<file path="src/sv/bouncing_sprite_stepper_top_defines.svh">
// Assertion macros for the bouncing sprite stepper
`ifndef BOUNCING_SPRITE_STEPPER_TOP_DEFINES_SVH
`define BOUNCING_SPRITE_STEPPER_TOP_DEFINES_SVH

// Consequent must hold in the same cycle as the antecedent
`define BSS_ASSERT_SAME(label, ante, cons, msg) \
    label: assert property (@(posedge clk) disable iff (!rst_n) (ante) |-> (cons)) \
        else $error(msg);

// Consequent must hold in the cycle after the antecedent
`define BSS_ASSERT_NEXT(label, ante, cons, msg) \
    label: assert property (@(posedge clk) disable iff (!rst_n) (ante) |=> (cons)) \
        else $error(msg);

`endif

</file>
<file path="src/sv/bss_pkg.sv">
// Shared types and constants for the bouncing sprite stepper
`default_nettype none

package bss_pkg;

    localparam int COORD_W   = 8;
    localparam int VEL_W     = 5;
    localparam int SIZE_W    = 5;
    localparam int CNT_W     = 5;
    localparam int PT_IDX_W  = 4;
    localparam int SHAPE_W   = 64;
    localparam int CFG_IDX_W = 3;

    localparam logic [CFG_IDX_W-1:0] REG_POINT_COUNT   = 3'd0;
    localparam logic [CFG_IDX_W-1:0] REG_SPRITE_WIDTH  = 3'd1;
    localparam logic [CFG_IDX_W-1:0] REG_SPRITE_HEIGHT = 3'd2;
    localparam logic [CFG_IDX_W-1:0] REG_SHAPE_LOW     = 3'd3;
    localparam logic [CFG_IDX_W-1:0] REG_SHAPE_HIGH    = 3'd4;

    localparam logic CMD_TICK  = 1'b0;
    localparam logic CMD_SPEED = 1'b1;

    localparam logic [CNT_W-1:0]   RST_POINT_COUNT = 5'd12;
    localparam logic [SIZE_W-1:0]  RST_SPRITE_SIZE = 5'd4;
    localparam logic [SHAPE_W-1:0] RST_SHAPE_LOW   = 64'h1202_3121_1101_2010;
    localparam logic [SHAPE_W-1:0] RST_SHAPE_HIGH  = 64'h0000_0000_2313_3222;

    typedef enum logic [2:0] {
        ST_IDLE,
        ST_CLEAR,
        ST_MOVE_X,
        ST_MOVE_Y,
        ST_SET
    } state_t;

    typedef struct packed {
        logic [COORD_W-1:0] pos;
        logic [VEL_W-1:0]   vel;
        logic [SIZE_W-1:0]  size;
        logic [COORD_W-1:0] screen;
    } axis_req_t;

    typedef struct packed {
        logic [COORD_W-1:0] pos;
        logic [VEL_W-1:0]   vel;
    } axis_rsp_t;

endpackage

`default_nettype wire

</file>
<file path="src/sv/bss_axis_unit.sv">
// Shared axis unit: add velocity, bounce off low and high edges
`default_nettype none

module bss_axis_unit
    import bss_pkg::*;
(
    input  axis_req_t req,
    output axis_rsp_t rsp
);

    logic signed [9:0]  sum;
    logic signed [9:0]  pos_lo;
    logic signed [9:0]  span;
    logic signed [9:0]  pos_hi;
    logic [VEL_W-1:0]   vel_lo;
    logic [VEL_W-1:0]   vel_hi;

    always_comb
    begin
        sum = $signed({2'b00, req.pos}) + $signed({{5{req.vel[VEL_W-1]}}, req.vel});
        if (sum < 10'sd1)
        begin
            pos_lo = 10'sd1;
            vel_lo = VEL_W'(5'd0 - req.vel);
        end
        else
        begin
            pos_lo = sum;
            vel_lo = req.vel;
        end
        span = pos_lo + $signed({5'b00000, req.size});
        if (span > $signed({2'b00, req.screen}))
        begin
            pos_hi = $signed({2'b00, req.screen}) - $signed({5'b00000, req.size});
            vel_hi = VEL_W'(5'd0 - vel_lo);
        end
        else
        begin
            pos_hi = pos_lo;
            vel_hi = vel_lo;
        end
        rsp.pos = pos_hi[COORD_W-1:0];
        rsp.vel = vel_hi;
    end

endmodule

`default_nettype wire

</file>
<file path="src/sv/bss_point_sel.sv">
// Sprite point lookup and pixel coordinate adder
`default_nettype none

module bss_point_sel
    import bss_pkg::*;
(
    input  logic [SHAPE_W-1:0]  shape_low,
    input  logic [SHAPE_W-1:0]  shape_high,
    input  logic [PT_IDX_W-1:0] idx,
    input  logic [COORD_W-1:0]  pos_x,
    input  logic [COORD_W-1:0]  pos_y,
    output logic [COORD_W-1:0]  px,
    output logic [COORD_W-1:0]  py
);

    logic [SHAPE_W-1:0] word;
    logic [7:0]         pt_byte;

    always_comb
    begin
        word    = idx[PT_IDX_W-1] ? shape_high : shape_low;
        pt_byte = word[{idx[PT_IDX_W-2:0], 3'b000} +: 8];
        px      = pos_x + {4'b0000, pt_byte[3:0]};
        py      = pos_y + {4'b0000, pt_byte[7:4]};
    end

endmodule

`default_nettype wire

</file>
<file path="src/sv/bouncing_sprite_stepper_top.sv">
// Bouncing sprite stepper: config, sequencer, motion state, output register
//
//  channel | direction | handshake            | payload
//  --------+-----------+----------------------+----------------------------------
//  in      | input     | in_valid / in_ready  | cmd, speed_x, speed_y
//  out     | output    | out_valid / out_ready| pixel_x, pixel_y, pixel_on, last
//  cfg     | input     | cfg_we               | cfg_index, cfg_data
//
// A tick with N active points issues N clear commands, moves the x axis and
// then the y axis through the shared axis unit, then issues N set commands,
// all through a single output register.
// A stalled output holds the sequencer; in_ready is high only when idle.
// Reset is asynchronous, active low, and restores position (1,1), zero velocity
// and the default sprite.
`default_nettype none
`include "bouncing_sprite_stepper_top_defines.svh"

module bouncing_sprite_stepper_top
    import bss_pkg::*;
#(
    parameter int SCREEN_WIDTH      = 128,
    parameter int SCREEN_HEIGHT     = 64,
    parameter int MAX_SPRITE_POINTS = 16
)
(
    input  logic                  clk,
    input  logic                  rst_n,
    input  logic                  cfg_we,
    input  logic [CFG_IDX_W-1:0]  cfg_index,
    input  logic [SHAPE_W-1:0]    cfg_data,
    input  logic                  in_valid,
    output logic                  in_ready,
    input  logic                  cmd,
    input  logic signed [VEL_W-1:0] speed_x,
    input  logic signed [VEL_W-1:0] speed_y,
    output logic                  out_valid,
    input  logic                  out_ready,
    output logic [COORD_W-1:0]    pixel_x,
    output logic [COORD_W-1:0]    pixel_y,
    output logic                  pixel_on,
    output logic                  last
);

    localparam logic [COORD_W-1:0] SCREEN_W = COORD_W'(SCREEN_WIDTH);
    localparam logic [COORD_W-1:0] SCREEN_H = COORD_W'(SCREEN_HEIGHT);
    localparam logic [CNT_W-1:0]   MAX_PTS  = CNT_W'(MAX_SPRITE_POINTS);

    logic [CNT_W-1:0]   point_count_reg;
    logic [SIZE_W-1:0]  sprite_width_reg;
    logic [SIZE_W-1:0]  sprite_height_reg;
    logic [SHAPE_W-1:0] shape_low_reg;
    logic [SHAPE_W-1:0] shape_high_reg;

    logic [COORD_W-1:0] pos_x_reg;
    logic [COORD_W-1:0] pos_y_reg;
    logic [VEL_W-1:0]   vel_x_reg;
    logic [VEL_W-1:0]   vel_y_reg;

    state_t             state_reg;
    state_t             state_next;
    logic [CNT_W-1:0]   idx_reg;
    logic [CNT_W-1:0]   idx_next;
    logic [CNT_W-1:0]   n_reg;
    logic [CNT_W-1:0]   n_sat;

    logic               out_valid_reg;
    logic [COORD_W-1:0] pixel_x_reg;
    logic [COORD_W-1:0] pixel_y_reg;
    logic               pixel_on_reg;
    logic               last_reg;

    logic               in_xfer;
    logic               slot_free;
    logic               idx_last;
    logic               load;
    logic               load_on;
    logic               load_last;

    axis_req_t          axis_req;
    axis_rsp_t          axis_rsp;
    logic [COORD_W-1:0] pt_x;
    logic [COORD_W-1:0] pt_y;

    assign in_ready  = (state_reg == ST_IDLE);
    assign in_xfer   = in_valid && in_ready;
    assign slot_free = !out_valid_reg || out_ready;
    assign n_sat     = (point_count_reg > MAX_PTS) ? MAX_PTS : point_count_reg;
    assign idx_last  = ((idx_reg + 5'd1) == n_reg);

    assign out_valid = out_valid_reg;
    assign pixel_x   = pixel_x_reg;
    assign pixel_y   = pixel_y_reg;
    assign pixel_on  = pixel_on_reg;
    assign last      = last_reg;

    always_comb
    begin
        if (state_reg == ST_MOVE_Y)
        begin
            axis_req.pos    = pos_y_reg;
            axis_req.vel    = vel_y_reg;
            axis_req.size   = sprite_height_reg;
            axis_req.screen = SCREEN_H;
        end
        else
        begin
            axis_req.pos    = pos_x_reg;
            axis_req.vel    = vel_x_reg;
            axis_req.size   = sprite_width_reg;
            axis_req.screen = SCREEN_W;
        end
    end

    bss_axis_unit u_axis (
        .req (axis_req),
        .rsp (axis_rsp)
    );

    bss_point_sel u_point (
        .shape_low  (shape_low_reg),
        .shape_high (shape_high_reg),
        .idx        (idx_reg[PT_IDX_W-1:0]),
        .pos_x      (pos_x_reg),
        .pos_y      (pos_y_reg),
        .px         (pt_x),
        .py         (pt_y)
    );

    always_ff @(posedge clk or negedge rst_n)
    begin
        if (!rst_n)
        begin
            state_reg <= ST_IDLE;
            idx_reg   <= '0;
            n_reg     <= '0;
        end
        else
        begin
            state_reg <= state_next;
            idx_reg   <= idx_next;
            if (in_xfer && cmd == CMD_TICK)
            begin
                n_reg <= n_sat;
            end
        end
    end

    always_comb
    begin
        state_next = state_reg;
        idx_next   = idx_reg;
        load       = 1'b0;
        load_on    = 1'b0;
        load_last  = 1'b0;
        unique case (state_reg)
            ST_IDLE:
            begin
                if (in_xfer && cmd == CMD_TICK)
                begin
                    idx_next   = '0;
                    state_next = (n_sat == 5'd0) ? ST_MOVE_X : ST_CLEAR;
                end
            end
            ST_CLEAR:
            begin
                if (slot_free)
                begin
                    load = 1'b1;
                    if (idx_last)
                    begin
                        idx_next   = '0;
                        state_next = ST_MOVE_X;
                    end
                    else
                    begin
                        idx_next = idx_reg + 5'd1;
                    end
                end
            end
            ST_MOVE_X:
            begin
                state_next = ST_MOVE_Y;
            end
            ST_MOVE_Y:
            begin
                state_next = (n_reg == 5'd0) ? ST_IDLE : ST_SET;
            end
            ST_SET:
            begin
                if (slot_free)
                begin
                    load    = 1'b1;
                    load_on = 1'b1;
                    if (idx_last)
                    begin
                        load_last  = 1'b1;
                        idx_next   = '0;
                        state_next = ST_IDLE;
                    end
                    else
                    begin
                        idx_next = idx_reg + 5'd1;
                    end
                end
            end
            default:
            begin
                state_next = ST_IDLE;
            end
        endcase
    end

    always_ff @(posedge clk or negedge rst_n)
    begin
        if (!rst_n)
        begin
            point_count_reg   <= RST_POINT_COUNT;
            sprite_width_reg  <= RST_SPRITE_SIZE;
            sprite_height_reg <= RST_SPRITE_SIZE;
            shape_low_reg     <= RST_SHAPE_LOW;
            shape_high_reg    <= RST_SHAPE_HIGH;
        end
        else if (cfg_we)
        begin
            unique case (cfg_index)
                REG_POINT_COUNT:   point_count_reg   <= cfg_data[CNT_W-1:0];
                REG_SPRITE_WIDTH:  sprite_width_reg  <= cfg_data[SIZE_W-1:0];
                REG_SPRITE_HEIGHT: sprite_height_reg <= cfg_data[SIZE_W-1:0];
                REG_SHAPE_LOW:     shape_low_reg     <= cfg_data;
                REG_SHAPE_HIGH:    shape_high_reg    <= cfg_data;
                default:           ;
            endcase
        end
    end

    always_ff @(posedge clk or negedge rst_n)
    begin
        if (!rst_n)
        begin
            pos_x_reg <= 8'd1;
            pos_y_reg <= 8'd1;
            vel_x_reg <= '0;
            vel_y_reg <= '0;
        end
        else
        begin
            if (in_xfer && cmd == CMD_SPEED)
            begin
                vel_x_reg <= speed_x;
                vel_y_reg <= speed_y;
            end
            if (state_reg == ST_MOVE_X)
            begin
                pos_x_reg <= axis_rsp.pos;
                vel_x_reg <= axis_rsp.vel;
            end
            if (state_reg == ST_MOVE_Y)
            begin
                pos_y_reg <= axis_rsp.pos;
                vel_y_reg <= axis_rsp.vel;
            end
        end
    end

    always_ff @(posedge clk or negedge rst_n)
    begin
        if (!rst_n)
        begin
            out_valid_reg <= 1'b0;
        end
        else if (load)
        begin
            out_valid_reg <= 1'b1;
        end
        else if (out_ready)
        begin
            out_valid_reg <= 1'b0;
        end
    end

    always_ff @(posedge clk)
    begin
        if (load)
        begin
            pixel_x_reg  <= pt_x;
            pixel_y_reg  <= pt_y;
            pixel_on_reg <= load_on;
            last_reg     <= load_last;
        end
    end

    `BSS_ASSERT_SAME(a_last_is_set, out_valid_reg && last_reg, pixel_on_reg,
        "final command of a tick is not a set")
    `BSS_ASSERT_NEXT(a_tick_starts_clear,
        in_xfer && cmd == CMD_TICK && n_sat != 5'd0, state_reg == ST_CLEAR,
        "tick with points did not start clearing")
    `BSS_ASSERT_SAME(a_idx_in_range, state_reg == ST_CLEAR || state_reg == ST_SET,
        idx_reg < n_reg, "point index beyond active count")
    `BSS_ASSERT_SAME(a_last_transfer_done, out_valid_reg && out_ready && last_reg,
        state_reg != ST_SET, "sequencer still setting points at final transfer")
    `BSS_ASSERT_NEXT(a_pos_x_floor, state_reg == ST_MOVE_X, pos_x_reg != 8'd0,
        "x position left the screen after move")

endmodule

`default_nettype wire
</file>
<file path="config.mk">
export PLATFORM = sky130hd
export DESIGN_NAME = bouncing_sprite_stepper_top
export DESIGN_NICKNAME = d
export VERILOG_FILES = /design/src/sv/bss_pkg.sv /design/src/sv/bss_axis_unit.sv /design/src/sv/bss_point_sel.sv /design/src/sv/bouncing_sprite_stepper_top.sv
export VERILOG_INCLUDE_DIRS = /design/src /design/src/sv
export SDC_FILE = /design/constraint.sdc
export NUM_CORES = 1
export LEC_CHECK = 0
export ABC_AREA = 1
export BUFFER_PORTS_ARGS = -buffer_cell sky130_fd_sc_hd__buf_4
export CAP_MARGIN = 20
export CORE_UTILIZATION = 35
export DETAILED_ROUTE_END_ITERATION = 10
export GPL_TIMING_DRIVEN = 0
export MAX_ROUTING_LAYER = met4
export SLEW_MARGIN = 25
export SYNTH_ARGS = -nofsm -noshare
export SYNTH_HDL_FRONTEND = slang
export SYNTH_SLANG_ARGS = --single-unit
</file>
<file path="constraint.sdc">
create_clock -name clk -period 13.56 [get_ports clk]
set_input_delay 2.034 -clock clk [delete_from_list [all_inputs] [get_ports clk]]
set_output_delay 2.034 -clock clk [all_outputs]
set_load 0.01 [all_outputs]
</file>
## Yosys cells after proc, flatten, opt, wreduce, memory -nomap -nowiden

Index checks and enable logic that the tools add are counted.

| word-level totals | value |
|---|---|
| register bits | 201 |
| bits of input ports | 83 |
| logic and storage cells | 95 |

| operators by class | value |
|---|---|
| add/sub/neg operators | 8 |
| magnitude comparators | 3 |
| equal/unequal tests | 15 |
| shift-type cells | 1 |
| muxes and demuxes | 28 |
| bitwise gates (word level) | 1 |
| reduce and logical (&&, ||, !) cells | 22 |

Operators by type and width:

| kind | count |
|---|---|
| two-way mux 64 bit | 1 |
| variable part select 64 x 7 -> 8 bit | 1 |
| two-way mux 5 bit | 10 |
| two-way mux 26 bit | 1 |
| two-way mux 3 bit | 6 |
| adder 8 x 4 -> 8 bit | 2 |
| one-hot mux 3 bit (5 select lines) | 1 |
| == test 3 x 2 -> 1 bit (second input constant) | 4 |
| AND reduction 2 bit | 6 |
| adder 10 x 6 -> 10 bit | 1 |
| adder 9 x 5 -> 10 bit | 1 |
| > comparator 10 x 9 -> 1 bit | 1 |
| logical NOT 5 bit | 2 |
| less-than comparator 10 x 2 -> 1 bit (second input constant) | 1 |
| two-way mux 10 bit | 1 |
| one-hot mux 5 bit (2 select lines) | 1 |
| subtractor 1 x 5 -> 5 bit (first input constant) | 2 |
| two-way mux 8 bit | 1 |
| != test 2 bit (second input constant) | 4 |
| nonzero test 2 bit | 4 |
| subtractor 8 x 5 -> 8 bit | 1 |
| == test 3 x 1 -> 1 bit (second input constant) | 2 |
| == test 3 bit (second input constant) | 2 |
| logical NOT 3 bit | 2 |
| other kinds (13) | 20 |

## Logic depth before layout (Yosys ltp)

| depth | value |
|---|---|
| depth in word-level cells | 9 |
| gate-level depth with buffers | 46 |
| gate-level depth less buffers | 43 |

## Hierarchy

Synthesis repeated with hierarchy kept, for this count alone.

| unflattened totals | value |
|---|---|
| cells, all modules | 1488 |
| area, all modules | 11357.1 µm² |

By module, submodules not included:

| module | times used | cells each | area an instance (µm²) | seq. area each (µm²) |
|---|---|---|---|---|
| bouncing_sprite_stepper_top | 1 | 836 | 7920.1 | 5157.4 |
| bss_point_sel | 1 | 380 | 1808.0 | 0.0 |
| bss_axis_unit | 1 | 272 | 1629.1 | 0.0 |

## Worst setup path after synthesis

OpenSTA, ideal clock, no wires.

| timing path | value |
|---|---|
| path kind | reg2reg |
| start point | register state_reg[2] |
| end point | register pos_x_reg[6] |
| library setup time | 0.124 ns |
| arrival | 5.770 ns |
| data required time | 13.436 ns |
| setup slack | 7.666 ns |
| cell stages (with the launch flop) | 38 |
| path buffers | 5 |
| clock period less this slack | 5.894 ns |
| cell sequence | dfrtp_1 -> inv_4 -> nand3_2 -> buf_4 -> clkbuf_1 -> clkbuf_1 -> o21ai_0 -> ha_1 -> a21oi_1 -> inv_1 -> nor2_1 -> nand2_1 -> a31oi_1 -> xor2_1 -> nor4_1 -> ha_1 -> clkbuf_1 -> inv_1 -> [... 2 more ...] -> inv_1 -> fa_1 -> o21ai_0 -> nand2_1 -> nand2_1 -> nand4_2 -> nand2_1 -> o21ai_0 -> ha_1 -> nor3b_1 -> nand4_1 -> nor2_1 -> nand3_2 -> nand3_4 -> buf_6 -> nand2_1 -> o211ai_1 -> nand2_1 |

| on the way | value |
|---|---|
| word-level cells in the longest chain between the ends | 8 |
| elaborated cells between the ends (all ways) | 10 |
| those cells by class | add/sub: 3; order compare: 2; eq/ne: 2; mux: 3 |

RTL lines:

| what | RTL line | source |
|---|---|---|
| from (decl) | bouncing_sprite_stepper_top.sv:59 | `state_t state_reg;` |
| from (signal assigned) | bouncing_sprite_stepper_top.sv:139 | `state_reg <= state_next;` |
| == test 3 x 2 -> 1 bit | bouncing_sprite_stepper_top.sv:98 | `if (state_reg == ST_MOVE_Y)` |
| two-way mux 26 bit | bouncing_sprite_stepper_top.sv:98 |  |
| adder 9 x 5 -> 10 bit | bss_axis_unit.sv:20 | `sum = $signed({2'b00, req.pos}) + $signed({{5{req.vel[VEL_W-1]}}, req.vel});` |
| less-than comparator 10 x 2 -> 1 bit | bss_axis_unit.sv:21 | `if (sum < 10'sd1)` |
| two-way mux 10 bit | bss_axis_unit.sv:21 |  |
| adder 10 x 6 -> 10 bit | bss_axis_unit.sv:31 | `span = pos_lo + $signed({5'b00000, req.size});` |
| > comparator 10 x 9 -> 1 bit | bss_axis_unit.sv:32 | `if (span > $signed({2'b00, req.screen}))` |
| two-way mux 8 bit | bss_axis_unit.sv:32 |  |
| to (signal assigned) | bouncing_sprite_stepper_top.sv:254 | `pos_x_reg <= axis_rsp.pos;` |
| to (decl) | bouncing_sprite_stepper_top.sv:54 | `logic [COORD_W-1:0] pos_x_reg;` |

Parallel ways exist; a longest one is shown, timed or not.
A chain may end at the register's enable or synchronous reset.

## Worst setup path in the final report

| timing path | value |
|---|---|
| start point | register state_reg[0] |
| end point | register pos_x_reg[4] |

Same word-level chain as after synthesis.

==> results by group <==
Timing
  – Fin crit share: 55.0%
  – Clock Skew: 0.0163 ns
  – Final hold vios: 0
  – Final worst path period need: 7.45 ns
  – Rel. slew slack: 33.4%
  – Worst-Margin Slew: 0.999 ns
  – Final Setup Violations: 0
  – RSZ-0062 raised after global routing: false
  – Hold slack: 0.478 ns
  – Slew Viols, Final: 0
  – Worst Slack Setup Final: 6.11 ns
  – Fmax achieved: 0.134 GHz
  – Sum Neg Setup Slack: 0 ns

Detailed routing
  – Via count: 9,509
  – Met3 WL: 2.06 mm
  – Top layer used by detailed routing: met4
  – Antenna viol nets, final: 0
  – WL/cell: 17.2 um
  – Wl on met1: 14.7 mm
  – Drt drc: 0
  – Initial DRC Count: 751
  – Drt via density: 5.14
  – First-pass detailed-route iteration total: 6
  – Post-Route WL: 31.8 mm
  – Routed wl met2: 14.4 mm

Layout
  – Share of cells above drive strength 1: 15.4%
  – Area of the multi-input gates: 4790 sq um
  – FILL cells: 3,043
  – Number of diodes: 0
  – Most frequent cells in the layout: nand2_1 (319), o21ai_0 (194), dfrtp_1 (153)
  – Seq. cell area: 5160 sq um
  – Most common cell after layout, fill and taps aside: nand2_1
  – Nets: 1,553
  – Area grow syn2layout: 19.8%
  – Final Cell Area: 12,900 sq um

Yosys
  – Largest area contributor in the synthesized netlist: dfrtp_1
  – Synth unique cells: 48
  – Yosys warns: 0
  – Yosys reg bits: 201
  – Cells after Synth: 1,310
  – Ys flop type: dfrtp_1
  – Number of synthesized flops with an enable pin: 18
  – Synthesized Nets: 1,422
  – Netlist Area Pre-Place: 10,800 sq um
  – Area contributors post-synth: dfrtp_1 (35%), nand2_1 (11%), o21ai_0 (9.0%), dfstp_2 (7.3%), inv_1 (5.1%)
  – Seq/Total Area, Yosys: 47.8%
  – Synth Area per Inst: 8.24 sq um
  – Top cell type's share of synthesized area: 35.5%
  – Async SR Flop Fraction: 91.0%

Setup path
  – Slowest library cell on the worst path: clkbuf_1
  – CP Class: flop to flop
  – CP dominant cell by count: nand2_1
  – CP Capture Type: flop
  – Slowest stage delay, CP: 0.52 ns
  – CP max FO: 11
  – R2R cell count: 39
  – Worst Path Arrival: 7.84 ns
  – Critical path startpoint category: flop
  – Critical Path RT: 13.95 ns

Clock network
  – Post-CTS Hold Fix Bufs: 0
  – Total CTS buffers: 24
  – Clock transition at path regs: 0.06 ns
  – CTS Buffer Depth: 3
  – CTS sink cnt: 201
  – Post CTS Setup Buffer Count: 0
  – CTS tree: built
  – Post-CTS Resized: 0
  – H-tree depth: 1
  – Clock Latency Late Sink: 0.52 ns
  – CTS root buf: clkbuf_16

GRT
  – Pin count of the biggest net entering global routing: 93
  – Global-route wire length before repair: 50.1 mm
  – Grt total ovfl: 0
  – Initial antenna violation count: 0
  – Vias in the first global route: 9,176
  – Gr usage total: 21.1%

Power
  – Sw Share: 44.9%
  – Final Power: 3.29 mW
  – Leakage Power: 6.26 nW
  – Internal Power: 1.81 mW
  – Logic pwr share: 52.3%
  – Peak supply drop: 0.000108 V
  – Clock share of power: 19.6%
  – Part of the power in registers: 28.1%
  – Sw power: 1.47 mW
  – PwrDens: 254 nW/um^2

Floorplanning
  – I/O pins: 103
  – Die W: 178 um
  – Core Region: 30,000 sq um
  – Row Count: 63
  – Die Ht: 178 um
  – Starting density of the core: 36.0%
  – Die area: 31,600 sq um

Placement
  – GPL Wtd Cong: 0.919
  – Worst setup slack after placement: 6.18 ns
  – PortBufs: 102
  – Post-DP Area: 12,100 sq um
  – DP Wirelength: 23.5 mm

Worst hold path
  – Cells on Worst Hold Path: 2
  – HP Class: flop to flop

Status
  – Status: complete, no violations

Run
  – Max-cap viol count: 0
worst max-delay path, delay by kind of cell, from the launching register on:
family / cells / cell delay, ns
fa+ha+maj: 5 / 1.27
compound gates: 5 / 0.88
buf+inv: 9 / 2.26
flops: 1 / 0.32
simple gates: 20 / 2.56
power by group through the flow:
stage,clock network (mW),logic [mW],registers [mW]
CTS,0.655,1.71,0.923
detailed placement,0,1.70,0.931
global route,0.680,1.93,0.943
global placement,0,1.67,0.928
floorplan,0,1.23,0.908
finish,0.644,1.72,0.923
path summary, 6_finish.rpt:
check | start | endpoint | slack (ns)
max reg2reg | state_reg[0] | pos_x_reg[4] | 6.11
max | state_reg[0] | pos_x_reg[4] | 6.11
min in group asynchronous | rst_n | out_valid | 1.33
min reg2reg | sprite_width_reg[3] | sprite_width_reg[3] | 0.48
max in group asynchronous | rst_n | shape_low_reg[40] | 11.16
min | sprite_width_reg[3] | sprite_width_reg[3] | 0.48
cells in the mapped netlist (3+ instances only):
| cell type | count |
|---|---|
| nor2_2 | 3 |
| nand3_1 | 52 |
| nand4_1 | 16 |
| edfxtp_1 | 18 |
| buf_1 | 7 |
| or2_2 | 6 |
| nand2_2 | 16 |
| mux2i_1 | 23 |
| o21ai_1 | 3 |
| o32ai_1 | 8 |
| dfrtp_1 | 153 |
| a21oi_1 | 20 |
| xnor2_1 | 7 |
| dfstp_2 | 30 |
| nand2_1 | 319 |
| nor3_1 | 8 |
| o21a_1 | 5 |
| ha_1 | 26 |
| buf_6 | 3 |
| o211ai_1 | 19 |
| nand3_2 | 7 |
| o21ai_0 | 194 |
| nand3b_1 | 3 |
| clkinv_1 | 3 |
| fa_1 | 3 |
| inv_1 | 148 |
| xor2_1 | 27 |
| nor2_1 | 79 |
| o221ai_1 | 24 |
| o22ai_1 | 6 |
| clkbuf_1 | 50 |
| buf_4 | 4 |
through the flow:
step                cells  utilization (%)
global route         1849             43.1
detailed placement   1805             40.4
global placement     1802             40.1
CTS                  1849             43.1
floorplan            1310                -
finish               1849             43.1
layout make-up:
type                            instances  share of cell area (%)
Tap cell                              390                    3.77
Inverter                              154                    4.49
Timing Repair Buffer                  105                    6.52
Buffer                                 64                    2.15
Sequential cell                       201                    39.9
Multi-Input combinational cell        891                    37.0
Clock buffer                           34                    5.47
Clock inverter                         10                   0.725
logic make-up after synthesis:
group | count (synthesis) | share of synthesized area [%]
DFF | 201 | 47.8
adders and majority gates | 29 | 3.57
AOI/OAI and AO/OA | 287 | 15.2
muxes | 23 | 2.13
and+or+nand+nor | 518 | 20.6
buffers and inverters | 218 | 7.95
xor gates and xnor gates | 34 | 2.76
metal layers:
| metal | GRT usage [%] | up-vias |
|---|---|---|
| met5 | - | - |
| met4 | 5.02 | 0 |
| met3 | 3.51 | 59 |
| met2 | 32.6 | 335 |
| met1 | 28.7 | 4528 |
| li1 | - | 4587 |
No activity file was read; power rests on OpenSTA's default activity.
